$ cat src/rtl/balp_pkg.sv
// Package of shared types and character constants for the byte array literal parser.
package balp_pkg;

    localparam int unsigned CH_W   = 8;
    localparam int unsigned BYTE_W = 8;

    localparam logic [CH_W-1:0] CH_END    = 8'h00;
    localparam logic [CH_W-1:0] CH_ZERO   = 8'h30;
    localparam logic [CH_W-1:0] CH_NINE   = 8'h39;
    localparam logic [CH_W-1:0] CH_UC_A   = 8'h41;
    localparam logic [CH_W-1:0] CH_UC_F   = 8'h46;
    localparam logic [CH_W-1:0] CH_LC_A   = 8'h61;
    localparam logic [CH_W-1:0] CH_LC_F   = 8'h66;
    localparam logic [CH_W-1:0] CH_X      = 8'h78;
    localparam logic [CH_W-1:0] UC_OFFSET = 8'h37;
    localparam logic [CH_W-1:0] LC_OFFSET = 8'h57;

    typedef enum logic [4:0] {
        MODE_IDLE = 5'b00001,
        MODE_ZERO = 5'b00010,
        MODE_DEC  = 5'b00100,
        MODE_HEX1 = 5'b01000,
        MODE_HEX2 = 5'b10000
    } mode_t;

    // One parse step's outcome, handed to the output register.
    typedef struct packed {
        logic              emit;
        logic [BYTE_W-1:0] value;
        logic              at_end;
    } step_res_t;

endpackage

$ cat src/rtl/balp_in_reg.sv
// Input register holding one accepted character item.
module balp_in_reg
    import balp_pkg::*;
(
    input  logic            aclk,
    input  logic            aresetn,
    input  logic            s_tvalid,
    output logic            s_tready,
    input  logic [CH_W-1:0] s_tdata,
    input  logic            advance,
    output logic            in_valid,
    output logic [CH_W-1:0] in_ch
);

    logic            valid_reg;
    logic            valid_next;
    logic [CH_W-1:0] ch_reg;

    assign s_tready   = !valid_reg || advance;
    assign valid_next = (s_tvalid && s_tready) || (valid_reg && !advance);

    always_ff @(posedge aclk) begin
        if (!aresetn) begin
            valid_reg <= 1'b0;
        end else begin
            valid_reg <= valid_next;
        end
    end

    always_ff @(posedge aclk) begin
        if (s_tvalid && s_tready) begin
            ch_reg <= s_tdata;
        end
    end

    assign in_valid = valid_reg;
    assign in_ch    = ch_reg;

endmodule

$ cat src/rtl/balp_step.sv
// Parse state (mode and accumulator) and the per-character update logic.
module balp_step
    import balp_pkg::*;
(
    input  logic            aclk,
    input  logic            aresetn,
    input  logic            advance,
    input  logic [CH_W-1:0] in_ch,
    output step_res_t       res
);

    mode_t             mode_reg;
    mode_t             mode_next;
    logic [BYTE_W-1:0] accum_reg;
    logic [BYTE_W-1:0] accum_next;

    logic              is_dec;
    logic              is_uc;
    logic              is_lc;
    logic              is_hex;
    logic [3:0]        hex_val;
    logic [BYTE_W-1:0] dec_val;
    logic [BYTE_W-1:0] dec_acc;

    assign is_dec  = (in_ch >= CH_ZERO) && (in_ch <= CH_NINE);
    assign is_uc   = (in_ch >= CH_UC_A) && (in_ch <= CH_UC_F);
    assign is_lc   = (in_ch >= CH_LC_A) && (in_ch <= CH_LC_F);
    assign is_hex  = is_dec || is_uc || is_lc;
    assign dec_val = in_ch - CH_ZERO;

    always_comb begin
        logic [CH_W-1:0] diff;
        if (is_uc) begin
            diff = in_ch - UC_OFFSET;
        end else if (is_lc) begin
            diff = in_ch - LC_OFFSET;
        end else begin
            diff = in_ch - CH_ZERO;
        end
        hex_val = diff[3:0];
    end

    // accum * 10 + digit, kept modulo 256
    assign dec_acc = (accum_reg << 3) + (accum_reg << 1) + dec_val;

    always_comb begin
        mode_next  = mode_reg;
        accum_next = accum_reg;
        res.emit   = 1'b0;
        res.value  = accum_reg;
        res.at_end = 1'b0;
        if (in_ch == CH_END) begin
            res.at_end = 1'b1;
            res.emit   = (mode_reg != MODE_IDLE);
            res.value  = (mode_reg == MODE_ZERO) ? '0 : accum_reg;
            mode_next  = MODE_IDLE;
            accum_next = '0;
        end else begin
            case (mode_reg)
                MODE_ZERO: begin
                    if (in_ch == CH_X) begin
                        mode_next = MODE_HEX1;
                    end else if (is_dec) begin
                        accum_next = dec_val;
                        mode_next  = MODE_DEC;
                    end else begin
                        accum_next = '0;
                        res.emit   = 1'b1;
                        res.value  = '0;
                        mode_next  = MODE_IDLE;
                    end
                end
                MODE_DEC: begin
                    if (is_dec) begin
                        accum_next = dec_acc;
                    end else begin
                        res.emit  = 1'b1;
                        mode_next = MODE_IDLE;
                    end
                end
                MODE_HEX1: begin
                    if (is_hex) begin
                        accum_next = {4'b0, hex_val};
                        mode_next  = MODE_HEX2;
                    end else begin
                        res.emit  = 1'b1;
                        mode_next = MODE_IDLE;
                    end
                end
                MODE_HEX2: begin
                    res.emit  = 1'b1;
                    mode_next = MODE_IDLE;
                    if (is_hex) begin
                        accum_next = {accum_reg[3:0], hex_val};
                        res.value  = {accum_reg[3:0], hex_val};
                    end
                end
                default: begin
                    // idle: a digit opens a literal, anything else is skipped
                    if (in_ch == CH_ZERO) begin
                        mode_next = MODE_ZERO;
                    end else if (is_dec) begin
                        accum_next = dec_val;
                        mode_next  = MODE_DEC;
                    end else begin
                        mode_next = MODE_IDLE;
                    end
                end
            endcase
        end
    end

    always_ff @(posedge aclk) begin
        if (!aresetn) begin
            mode_reg  <= MODE_IDLE;
            accum_reg <= '0;
        end else if (advance) begin
            mode_reg  <= mode_next;
            accum_reg <= accum_next;
        end
    end

endmodule

$ cat src/rtl/balp_out_reg.sv
// Result register presenting one parsed byte item to the output channel.
module balp_out_reg
    import balp_pkg::*;
(
    input  logic              aclk,
    input  logic              aresetn,
    input  logic              advance,
    input  step_res_t         res,
    output logic              out_free,
    output logic              m_tvalid,
    input  logic              m_tready,
    output logic [BYTE_W-1:0] m_tdata,
    output logic              m_tuser
);

    logic              valid_reg;
    logic              valid_next;
    logic [BYTE_W-1:0] data_reg;
    logic              end_reg;
    logic              load;

    assign out_free   = !valid_reg || m_tready;
    assign load       = advance && res.emit;
    assign valid_next = load || (valid_reg && !m_tready);

    always_ff @(posedge aclk) begin
        if (!aresetn) begin
            valid_reg <= 1'b0;
        end else begin
            valid_reg <= valid_next;
        end
    end

    always_ff @(posedge aclk) begin
        if (load) begin
            data_reg <= res.value;
            end_reg  <= res.at_end;
        end
    end

    assign m_tvalid = valid_reg;
    assign m_tdata  = data_reg;
    assign m_tuser  = end_reg;

endmodule

$ cat src/rtl/byte_array_literal_parser.sv
// Byte array literal parser: top level joining input register, parse step and result register.
// Takes one text character per item (code 0 ends the text) and gives the bytes written in
// C array text: "0x" with one or two hex digits, runs of decimal digits taken modulo 256,
// and a lone '0'; all other characters are skipped. A literal cut short still gives its
// value, and the end character flushes any open literal with the end flag set, then
// clears the parse state. One item is accepted every cycle unless the output stalls; a character
// enters the input register, then the mode and accumulator update and any result is loaded
// into the result register together. Throughput drops only while a result waits for m_tready,
// as the single result register then holds the input register.
module byte_array_literal_parser
    import balp_pkg::*;
(
    input  logic              aclk,
    input  logic              aresetn,
    input  logic              s_tvalid,
    output logic              s_tready,
    input  logic [CH_W-1:0]   s_tdata,   // [7:0] ch
    output logic              m_tvalid,
    input  logic              m_tready,
    output logic [BYTE_W-1:0] m_tdata,   // [7:0] byte_value
    output logic              m_tuser    // [0] at_end
);

    logic            in_valid;
    logic [CH_W-1:0] in_ch;
    logic            out_free;
    logic            advance;
    step_res_t       res;

    assign advance = in_valid && out_free;

    balp_in_reg u_in_reg (
        .aclk     (aclk),
        .aresetn  (aresetn),
        .s_tvalid (s_tvalid),
        .s_tready (s_tready),
        .s_tdata  (s_tdata),
        .advance  (advance),
        .in_valid (in_valid),
        .in_ch    (in_ch)
    );

    balp_step u_step (
        .aclk    (aclk),
        .aresetn (aresetn),
        .advance (advance),
        .in_ch   (in_ch),
        .res     (res)
    );

    balp_out_reg u_out_reg (
        .aclk     (aclk),
        .aresetn  (aresetn),
        .advance  (advance),
        .res      (res),
        .out_free (out_free),
        .m_tvalid (m_tvalid),
        .m_tready (m_tready),
        .m_tdata  (m_tdata),
        .m_tuser  (m_tuser)
    );

endmodule

$ cat config.mk
export PLATFORM = sky130hd
export DESIGN_NAME = byte_array_literal_parser
export DESIGN_NICKNAME = d
export VERILOG_FILES = /design/src/rtl/balp_pkg.sv /design/src/rtl/balp_in_reg.sv /design/src/rtl/balp_step.sv /design/src/rtl/balp_out_reg.sv /design/src/rtl/byte_array_literal_parser.sv
export SDC_FILE = /design/constraint.sdc
export NUM_CORES = 1
export LEC_CHECK = 0
export BUFFER_PORTS_ARGS = -buffer_cell sky130_fd_sc_hd__buf_2
export CAP_MARGIN = 10
export CORE_ASPECT_RATIO = 1.75
export CORE_MARGIN = 1.5
export CORE_UTILIZATION = 55
export DETAILED_ROUTE_END_ITERATION = 8
export GPL_TIMING_DRIVEN = 0
export HOLD_SLACK_MARGIN = 0.12
export PLACE_DENSITY = 0.75
export SLEW_MARGIN = 20
export SYNTH_ARGS = -nofsm -noshare
export SYNTH_HDL_FRONTEND = slang
export SYNTH_HIERARCHICAL = 1
export SYNTH_SLANG_ARGS = --single-unit
export TNS_END_PERCENT = 30
$ cat constraint.sdc
create_clock -name aclk -period 3.4 [get_ports aclk]
set_clock_uncertainty 0.1 [all_clocks]
set_input_delay 0.34 -clock aclk [delete_from_list [all_inputs] [get_ports aclk]]
set_output_delay 0.34 -clock aclk [all_outputs]
set_load 0.05 [all_outputs]
After elaboration in Yosys (flattened, before gate mapping)
Cells that the tools add are included.

word-level totals
  bits in registers = 32
  output and inout bits = 11
  logic and storage cells = 79

cells by class
  $add $sub $neg = 5
  reduce and logical (&&, ||, !) cells = 22
  magnitude comparators = 6
  muxes and demuxes = 27
  equality and inequality tests = 12

operator list
  operator                                                                             number
  8-bit 2-to-1 mux                                                                     9
  8-bit one-hot mux with 4 select lines                                                1
  9-bit 2-to-1 mux                                                                     3
  5-bit 2-to-1 mux                                                                     5
  5-bit one-hot mux with 4 select lines                                                1
  8-bit adder                                                                          2
  8-bit by 7-bit greater-or-equal comparator with 1-bit output, second input constant  2
  8-bit by 7-bit less-or-equal comparator with 1-bit output, second input constant     2
  8-bit one-hot mux with 2 select lines                                                1
  8-bit by 6-bit == test with 1-bit output, second input constant                      1
  8-bit by 7-bit == test with 1-bit output, second input constant                      1
  8-bit by 6-bit greater-or-equal comparator with 1-bit output, second input constant  1
  8-bit by 6-bit less-or-equal comparator with 1-bit output, second input constant     1
  1-bit logical AND                                                                    8
  8-bit zero test                                                                      1
  4-bit 2-to-1 mux                                                                     2
  4-bit by 3-bit subtractor with 4-bit output, second input constant                   2
  8-bit by 6-bit subtractor with 8-bit output, second input constant                   1
  1-bit logical OR                                                                     6
  3-bit by 1-bit inequality test with 1-bit output, second input constant              2
  6-bit by 4-bit inequality test with 1-bit output, second input constant              1
  6-bit AND reduction                                                                  1
  5-bit by 2-bit == test with 1-bit output, second input constant                      1
  5-bit by 3-bit == test with 1-bit output, second input constant                      1
  11 further kinds                                                                     16

Depth between registers and ports, before layout
Gate-level depths: netlist of run 1.

  word-level depth = 9
  depth in mapped cells = 12

Modules after synthesis
The synthesis of run 1 kept the hierarchy.

modules (own cells, without submodules)
  module                     instances  cells each  area an instance (µm²)
  balp_step                  1          239         1961.9
  balp_out_reg               1          14          322.8
  balp_in_reg                1          13          297.8
  byte_array_literal_parser  1          1           6.3

Worst setup path after synthesis of run 1
No wires, ideal clock.

  path type = reg-to-reg
  start point = register u_in_reg.ch_reg[1] (netlist: u_in_reg/in_ch[1])
  end point = register u_out_reg.data_reg[0] (netlist: u_out_reg/m_tdata[0]) (enable)
  library setup time = 0.329 ns
  arrival = 2.286 ns
  period minus slack after synthesis = 2.715 ns
  cell stages (with the launch flop) = 12
  setup slack = 0.685 ns
  path buffers = 0
  cell sequence = edfxtp_1 inv_1 ha_1 nor4b_4 o21ai_1 o211ai_1 nand2_1 o21ai_0 a21oi_1 o221ai_1 nand2_1 inv_1

RTL lines
  element                   line                source
  start: declaration        balp_in_reg.sv:17   logic [CH_W-1:0] ch_reg;
  start signal: assignment  balp_in_reg.sv:32   ch_reg <= s_tdata;
  end signal: assignment    balp_out_reg.sv:36  data_reg <= res.value;
  end: declaration          balp_out_reg.sv:18  logic [BYTE_W-1:0] data_reg;

==> reports/results.ini, run 1 <==
[worst_setup_path]
crit_buf_inv = 2
r2r_slack_ns = 0.26
critPathCaptureType = register
crit_fanout = 9
crit_required_ns = 3.28
path_cells = inv_2 -> ha_1 -> nor4b_4 -> o21ai_1 -> o211ai_1 -> nand2_1 -> o21ai_0 -> a21oi_1 -> o221ai_1 -> nand2_1 -> clkinvlp_4
crit_slowest_cell = edfxtp_1
worstSetupPathType = register to register
worstPathArrival_ns = 3.02
path_delay_family = compound AO/OA/AOI/OAI gates
slowest_delay_ns = 0.55
critPathLaunchType = register
crit_top_cell = nand2_1

[timing]
worst_pin_slew_ns = 0.759
tns_ns = 0
hold_viol_final = 0
relSlewSlack_pct = 48.1
fin_crit_ns = 3.14
finalMaxSlewViolations = 0
rsz0062_at_grt = false
fmax_ghz = 0.319
finalSetupViolations = 0
worst_slack_ns = 0.264
min_period_over_period_pct = 92.2

[drt]
drc = 0
met1_length_mm = 2.34
dr.first_iter.drc_count = 82
routedWlPerCell_um = 17.9
dr_total_vias = 2256
wl_mm = 6.30
met2_wirelength_mm = 3.29
ant_nets = 0
viasPerCell = 6.41
firstDrtPassIters = 4
met3_length_um = 331
highest_layer = met4

[grt]
grt_max_degree = 11
grt_pass1_wl_mm = 10.2
grt_pass1_vias = 2202
grt_use_total_pct = 27.9
antenna_found_initial = 0
overflow = 0

[synth]
ys_async_sr_fraction_pct = 0
netlist.area_leader.share_pct = 19.7
syn_inst = 267
synth_top_area_cell = edfxtp_1
synth_area_per_cell_um2 = 9.70
synth_top_flop_cell = edfxtp_1
synthTopCellsByArea = edfxtp_1 20%, dfxtp_1 12%, ha_1 8.2%
yosysWarnings = 6
synth_cell_types = 72
ys_seq_area_share_pct = 31.3
syn-cell-area_mm2 = 0.00259
synth_seq_cells = 32
ys_top_cells_by_count = 17 x edfxtp_1, 17 x ha_1, 17 x inv_1
synth_edf_count = 17
postSynthNetCount = 301

[clock_tree]
cts_sinks = 32
cts_made_buffers = 5
cts_tree = done
htreeDepth = 2
clock_path_buffers = 2
insertion_delay_ns = 0.28
clock-root-buffer = clkbuf_8
clk_pin_slew_ns = 0.06

[placed_design]
port_buffers = 22
hpwl_mm = 4.92
gp_congestion = 0.988
post_dp_cell_area_mm2 = 0.00276
pre_cts_ws_ns = 0.0687

[cells_and_area]
ff_latch_area_um2 = 811
antenna_cells = 0
design_area_mm2 = 0.00288
synthToLayoutAreaGrowth_pct = 11.3
multi_input_area_mm2 = 0.00165
drive_gt1_share_pct = 20.6
fin_nets = 334
filler_cell_count = 391

[floorplanning]
die_x_um = 54.9
fp-row-count = 32
ios = 23
die_y_um = 93.8
design.die.area_mm2 = 0.00514
start_util_pct = 57.7
core_area_mm2 = 0.00448

[run]
drv_cap = 0

[run_status]
status = complete, no violations

[pwr]
p_leak_nw = 1.14
cellPowerDensity_mw_per_mm2 = 288
irDropWorstVdd_mv = 0.218
power_uw = 830

[hold_path]
holdCritPathClass = primary input to register

==> stage by stage <==
step / utilization [%] / std cells / hold WS (ns)
after detailed placement: 61.6 / 340 / 0.388
after global placement: 61.6 / 340 / 0.376
after floorplan: - / 267 / 0.339
after CTS: 63.4 / 348 / 0.125
after global routing: 64.2 / 352 / 0.122
final: 64.2 / 352 / 0.133
==> report_power, final <==
part           internal, mW  switching, mW  total [mW]  leakage [nW]
registers             0.415         0.0117       0.426         0.262
logic                0.0561         0.0758       0.132         0.834
clock network         0.143          0.129       0.272        0.0422
total                 0.614          0.217       0.830          1.14
==> path summary, 6_finish.rpt <==
path	start	end	cells after the start
worst max-delay path	u_in_reg/in_ch[0]	u_out_reg/m_tdata[5]	11
worst min-delay path	s_tdata[2]	u_in_reg/in_ch[2]	1
worst max register to register	u_in_reg/in_ch[0]	u_out_reg/m_tdata[5]	11
worst min register to register	u_in_reg/in_valid	u_in_reg/in_valid	2
==> placed cells by master (no fill, tap or decap), types with 3 or more instances in the layout <==
master    Yosys  final
o21ai_1       3      3
nand3_1       8      8
o211ai_1      6      6
o31ai_1       4      4
and3_1        3      3
o221ai_1      3      3
edfxtp_1     17     17
a22o_1       12     12
inv_1        17     15
xnor2_1       7      7
nor4_1        3      3
and2_1        4      4
a31oi_1       3      3
nand3b_1      3      3
nand2_1      15     15
ha_1         17     17
buf_4         1      4
fa_1          5      5
o21ai_0       9      9
a22oi_1       3      3
clkbuf_8      0      5
nor2_1       16     16
clkbuf_1      7      9
a21oi_1      12     12
buf_2         3     25
a32oi_1       4      4
dfxtp_1      15     15
mux2i_1       3      3
nor2b_1       3      3
nor3_1        5      5
==> cells by family after synthesis <==
logic type	synth area share, %
multiplexers	1.16
adder cells (fa/ha/maj)	12.1
buffers and inverters	4.93
flip-flops	31.3
AND/OR/NAND/NOR	20.1
AO/OA/AOI/OAI	27.4
XOR/XNOR	3.05
==> final cells by class <==
type                    count  share of cell area [%]
clock inverters             1                   0.174
plain buffers              12                    2.09
multi-input cells         205                    57.3
well taps                  51                    2.22
repair buffers             26                    4.95
clock buffers               7                    2.65
inverters                  18                    2.48
flip-flops and latches     32                    28.1
==> metal layers <==
layer / track usage [%] / vias up
met3: 4.94 / 28
met2: 47.3 / 95
met4: 20.0 / 0
met1: 28.6 / 1047
li1: - / 1086
met5: 0 / -
==> timing repair <==
action                     CTS  global route
hold endpoints to repair     0             1
setup endpoints to repair    0             9
hold buffers                 0             1
setup buffers                0             3
gates resized for setup      0             2
Power figures use the tool's default switching activity.
==> inputs of run 2 (changes only) <==
- MAX_ROUTING_LAYER: default -> met4
- clock period: 3.4 -> 3.8 ns (I/O delays scaled with it)
==> run 2 against run 1 <==
- routed wire length decreased by 1.4%
- total power about the same
- global-route usage increased by 0.17 points
- critical path depth unchanged
- worst setup slack improved by 0.086 ns
- fmax decreased by 9.1%
- die area unchanged
- sequential share of layout area about the same
- sequential power decreased by 10%
- critical path type unchanged
- non-clock buffer count decreased by 4
==> reports/results.ini, run 2 (synthesis gave the netlist of run 1 again) <==
[worst_setup_path]
slowest_delay_ns = 0.54
critPathLaunchType = register
path_cells = inv_1 -> ha_1 -> nor4b_4 -> o21ai_1 -> o211ai_1 -> nand2_1 -> o21ai_0 -> a21oi_1 -> o221ai_1 -> nand2_1 -> inv_1
crit_slowest_cell = edfxtp_1
r2r_slack_ns = 0.35
crit_fanout = 9
r2r_start = u_in_reg/in_ch[0]
crit_required_ns = 3.65
critPathCaptureType = register
worstSetupPathType = register to register
timing.rr.end = u_out_reg/m_tdata[6]
worstRegToRegCells = 11
worstPathArrival_ns = 3.30

[hold_path]
hold-path-cell-count = 1
hold_end = u_in_reg/in_ch[2]
min_from = s_tdata[2]
holdCritPathClass = primary input to register

[cells_and_area]
drive_gt1_share_pct = 19.5
fin_nets = 330
final_util_pct = 64.2
layout_commonest_cell = buf_2
filler_cell_count = 403
antenna_cells = 0
synthToLayoutAreaGrowth_pct = 11.2
ff_latch_area_um2 = 811
multi_input_area_mm2 = 0.00165
final_cell_mix = 25 x buf_2, 17 x inv_1, 17 x edfxtp_1, 17 x ha_1, 16 x nor2_1

[drt]
wl_mm = 6.21
drc = 0
viasPerCell = 6.49
routedWlPerCell_um = 17.9
dr_total_vias = 2258
ant_nets = 0
firstDrtPassIters = 4
dr.first_iter.drc_count = 97

[clock_tree]
insertion_delay_ns = 0.28
clk_pin_slew_ns = 0.06
ctsResizeCount = 0
cts_setup_buffers = 0
clock_path_buffers = 2
cts_made_buffers = 5
cts_hold_buf = 0
cts_sinks = 32
htreeDepth = 2
cts_tree = done
clock-root-buffer = clkbuf_8

[grt]
antenna_found_initial = 0
grt_pass1_vias = 2214
overflow = 0
grt_use_total_pct = 28.0
grt_max_degree = 11
grt_pass1_wl_mm = 10.2

[floorplanning]
die_y_um = 93.8
fp-row-count = 32
start_util_pct = 57.7
ios = 23
design.die.area_mm2 = 0.00514
core_area_mm2 = 0.00448
die_x_um = 54.9

[pwr]
p_leak_nw = 1.15
power_uw = 830
cellPowerDensity_mw_per_mm2 = 288
irDropWorstVdd_mv = 0.257

[timing]
hold_viol_final = 0
min_period_over_period_pct = 90.8
relSlewSlack_pct = 52.0
finalMaxSlewViolations = 0
worst_slack_ns = 0.350
rsz0062_at_grt = false
fin_crit_ns = 3.45
worst_hold_slack_ns = 0.167
fmax_ghz = 0.290
finalSetupViolations = 0
worst_pin_slew_ns = 0.712
tns_ns = 0

[run]
drv_cap = 0

[run_status]
status = complete, no violations

[placed_design]
gp_congestion = 0.986
pre_cts_ws_ns = 0.446
hpwl_mm = 4.89
port_buffers = 22

## run 2: per-layer routing
layer,routed length [um],vias to the layer above,track usage (%),share of wire [%]
met4,308,0,19.4,5.0
met5,0,-,-,0
met2,3200,86,45.9,52
met1,2370,1063,28.8,38
li1,-,1080,-,-
met3,331,29,4.62,5.3
## run 2: cell type report
cell class                 instances  area share, %
multi-input combinational        205           57.3
sequential                        32           28.2
timing repair buffer              22           3.82
clock buffer                       6           2.87
inverter                          18           2.35
tap                               51           2.22
buffer                            12           2.09
clock inverter                     2           1.17
## run 2: metrics by stage
step | std cells | instance area, um^2
4_1_cts | 348 | 2880
6_report | 348 | 2880
5_1_grt | 348 | 2880
3_3_place_gp | 340 | 2760
3_5_place_dp | 340 | 2760
2_1_floorplan | 267 | 2590
## run 2: report_power, final
part	switching (mW)	leakage, nW	internal [mW]
Clock	0.123	0.0588	0.211
Combinational	0.0658	0.828	0.0478
Sequential	0.0115	0.262	0.371
Total	0.201	1.15	0.629
## run 2: worst max-delay path by stage
stage	depth (start not counted)	startpoint	to	slack (ns)
3_3_place_gp	11	u_in_reg/in_ch[0]	u_out_reg/m_tdata[5]	0.47
3_5_place_dp	11	u_in_reg/in_ch[0]	u_out_reg/m_tdata[6]	0.45
4_1_cts	11	u_in_reg/in_ch[0]	u_out_reg/m_tdata[6]	0.45
5_1_grt	11	u_in_reg/in_ch[0]	u_out_reg/m_tdata[7]	0.24
6_report	11	u_in_reg/in_ch[0]	u_out_reg/m_tdata[6]	0.35
2_1_floorplan	11	u_in_reg/in_ch[1]	u_out_reg/m_tdata[0]	1.09
## run 2: worst max-delay path, delay by kind of cell (launching register included)
| kind | cells | cell delay, ns |
|---|---|---|
| flops | 1 | 0.54 |
| buf+inv | 2 | 0.58 |
| simple gates | 3 | 0.71 |
| compound gates | 5 | 0.97 |
| fa+ha+maj | 1 | 0.22 |
==> inputs of run 3 (changes only) <==
- CORE_UTILIZATION: 55 -> 54
- PLACE_DENSITY: 0.75 -> 0.76
- clock period: 3.8 -> 2.8 ns (I/O delays scaled with it)
==> run 3 against run 2 <==
- final area increased by 7.1%
- core utilization increased by 1.9 points
- count of clock-buffer cells in the layout unchanged
- die area increased by 1.8%
- cell count increased by 5.7%
- sequential power increased by 34%
- register-to-register slack got worse by 0.29 ns
- sequential share of layout area decreased by 1.7 points
- worst setup slack got worse by 0.29 ns
- worst hold slack got worse by 0.017 ns
- critical path depth decreased by 1
- highest routed layer unchanged
==> reports/results.ini, run 3 (synthesis gave the netlist of run 1 again) <==
[run_status]
status = complete, no violations

[worst_setup_path]
path_cells = inv_2 -> ha_1 -> nor4b_4 -> buf_4 -> buf_4 -> a211oi_2 -> nor2_1 -> a2111oi_0 -> o211ai_1 -> a22o_1
slowest_delay_ns = 0.42
crit_slowest_cell = a2111oi_0
crit_start = u_in_reg/in_ch[0]
critPathCaptureType = register
crit_fanout = 5
r2r_start = u_in_reg/in_ch[0]
critPathLaunchType = register
crit_required_ns = 2.87
worstSetupPathType = register to register
worstPathArrival_ns = 2.81
crit_top_cell = buf_4

[grt]
overflow = 0
grt_pass1_vias = 2216
grtUsageMet3_pct = 3.70
antenna_found_initial = 0
grt_max_degree = 11
busiest_layer = met2
use_met2_pct = 47.9
grt_use_total_pct = 27.2
gr-usage-met1_pct = 27.3
grt_pass1_wl_mm = 10.7

[pwr]
seq_power_share_pct = 44.3
cellPowerDensity_mw_per_mm2 = 375
p_leak_nw = 1.24
p_comb_share_pct = 16.2
irDropWorstVdd_mv = 0.363
p_int_uw = 874
power.switching_fraction_pct = 24.5
switchingPower_uw = 283
pwr-share-clk_pct = 39.5

[hold_path]
min_from = s_tvalid
holdCritPathClass = primary input to register

[clock_tree]
clock-root-buffer = clkbuf_8
cts_tree = done
clock_path_buffers = 2
cts_made_buffers = 5
clk_pin_slew_ns = 0.07
cts_sinks = 32
insertion_delay_ns = 0.28
htreeDepth = 2

[floorplanning]
die_x_um = 55.3
core_area_mm2 = 0.00467
fp-row-count = 33
design.die.area_mm2 = 0.00523
ios = 23
start_util_pct = 55.5
die_y_um = 94.6

[drt]
wl_mm = 6.85
ant_nets = 0
viasPerCell = 6.45
drc = 0
firstDrtPassIters = 5
routedWlPerCell_um = 18.6
dr.first_iter.drc_count = 178
dr_total_vias = 2374

[cells_and_area]
fin_nets = 349
final_util_pct = 66.1
synthToLayoutAreaGrowth_pct = 19.1
multi_input_area_mm2 = 0.00168
final_cell_mix = 25 x buf_2, 17 x edfxtp_1, 16 x nor2_1, 16 x ha_1, 14 x nand2_1
antenna_cells = 0
filler_cell_count = 391
ff_latch_area_um2 = 816
layout_commonest_cell = buf_2
drive_gt1_share_pct = 25.0
design_area_mm2 = 0.00308

[timing]
fin_crit_ns = 2.74
tns_ns = 0
hold_viol_final = 0
fmax_ghz = 0.365
finalSetupViolations = 0
worst_pin_slew_ns = 0.509
min_period_over_period_pct = 97.8
relSlewSlack_pct = 65.9
worst_slack_ns = 0.0604
finalMaxSlewViolations = 0

[placed_design]
post_dp_cell_area_mm2 = 0.00276
pre_cts_ws_ns = -0.553
gp_congestion = 0.972
hpwl_mm = 5.10
port_buffers = 22

[run]
drv_cap = 0

## run 3: cell types whose count changed in the layout (fill, tap and decap cells not counted), moves of 2 or more
cell | before | now
buf_4 | 1 | 11
dlygate4sd3_1 | 0 | 8
inv_1 | 17 | 13
inv_2 | 1 | 4
o21ai_0 | 9 | 6
o21ai_1 | 3 | 6
dfxtp_1 | 15 | 13
## run 3: what timing repair did
action,in CTS,in global routing
setup endpoints to repair,24,20
endpoints found under the hold margin,8,0
pin swaps,0,2
hold buffers,8,0
gates resized for setup,5,11
setup buffers,5,6
## run 3: metal layers
| layer | vias up | routed length (um) |
|---|---|---|
| met3 | 30 | 334 |
| met1 | 1134 | 2550 |
| met5 | - | 0 |
| met4 | 0 | 373 |
| li1 | 1112 | - |
| met2 | 98 | 3590 |
## run 3: cell type report
| class | instances | area share, % |
|---|---|---|
| plain buffers | 12 | 2.07 |
| clock buffers | 6 | 2.68 |
| clock inverters | 2 | 1.10 |
| inverters | 18 | 2.27 |
| multi-input cells | 205 | 54.5 |
| flip-flops and latches | 32 | 26.5 |
| well taps | 52 | 2.11 |
| repair buffers | 41 | 8.85 |
## run 3: path summary, 6_finish.rpt
kind              depth (start not counted)  slack (ns)                   to
setup reg to reg                         10        0.06  u_step/accum_reg[0]
hold reg to reg                           2        0.39   u_out_reg/m_tvalid
hold / removal                            3        0.15    u_in_reg/in_valid
setup / recovery                         10        0.06  u_step/accum_reg[0]
## run 3: critical path: cells and delay by family (launching register included)
| kind | cells | cell delay [ns] |
|---|---|---|
| AO/OA/AOI/OAI | 4 | 1.22 |
| adder cells (fa/ha/maj) | 1 | 0.21 |
| buffers and inverters | 3 | 0.35 |
| flip-flops | 1 | 0.41 |
| AND/OR/NAND/NOR | 2 | 0.34 |
## run 3: metrics by stage
step | power (mW) | hold slack (ns) | cells
after floorplan | 0.641 | 0.279 | 267
after global placement | 0.679 | 0.356 | 341
after detailed placement | 0.682 | 0.358 | 341
after CTS | 1.15 | 0.146 | 362
after global routing | 1.20 | 0.159 | 368
final | 1.16 | 0.150 | 368
## run 3: power groups by stage
| stage | Combinational (mW) | Clock (mW) | Sequential (mW) |
|---|---|---|---|
| 3_3_place_gp | 0.150 | 0 | 0.529 |
| 2_1_floorplan | 0.117 | 0 | 0.524 |
| 5_1_grt | 0.202 | 0.484 | 0.514 |
| 4_1_cts | 0.172 | 0.466 | 0.516 |
| 3_5_place_dp | 0.152 | 0 | 0.530 |
| 6_report | 0.188 | 0.456 | 0.513 |
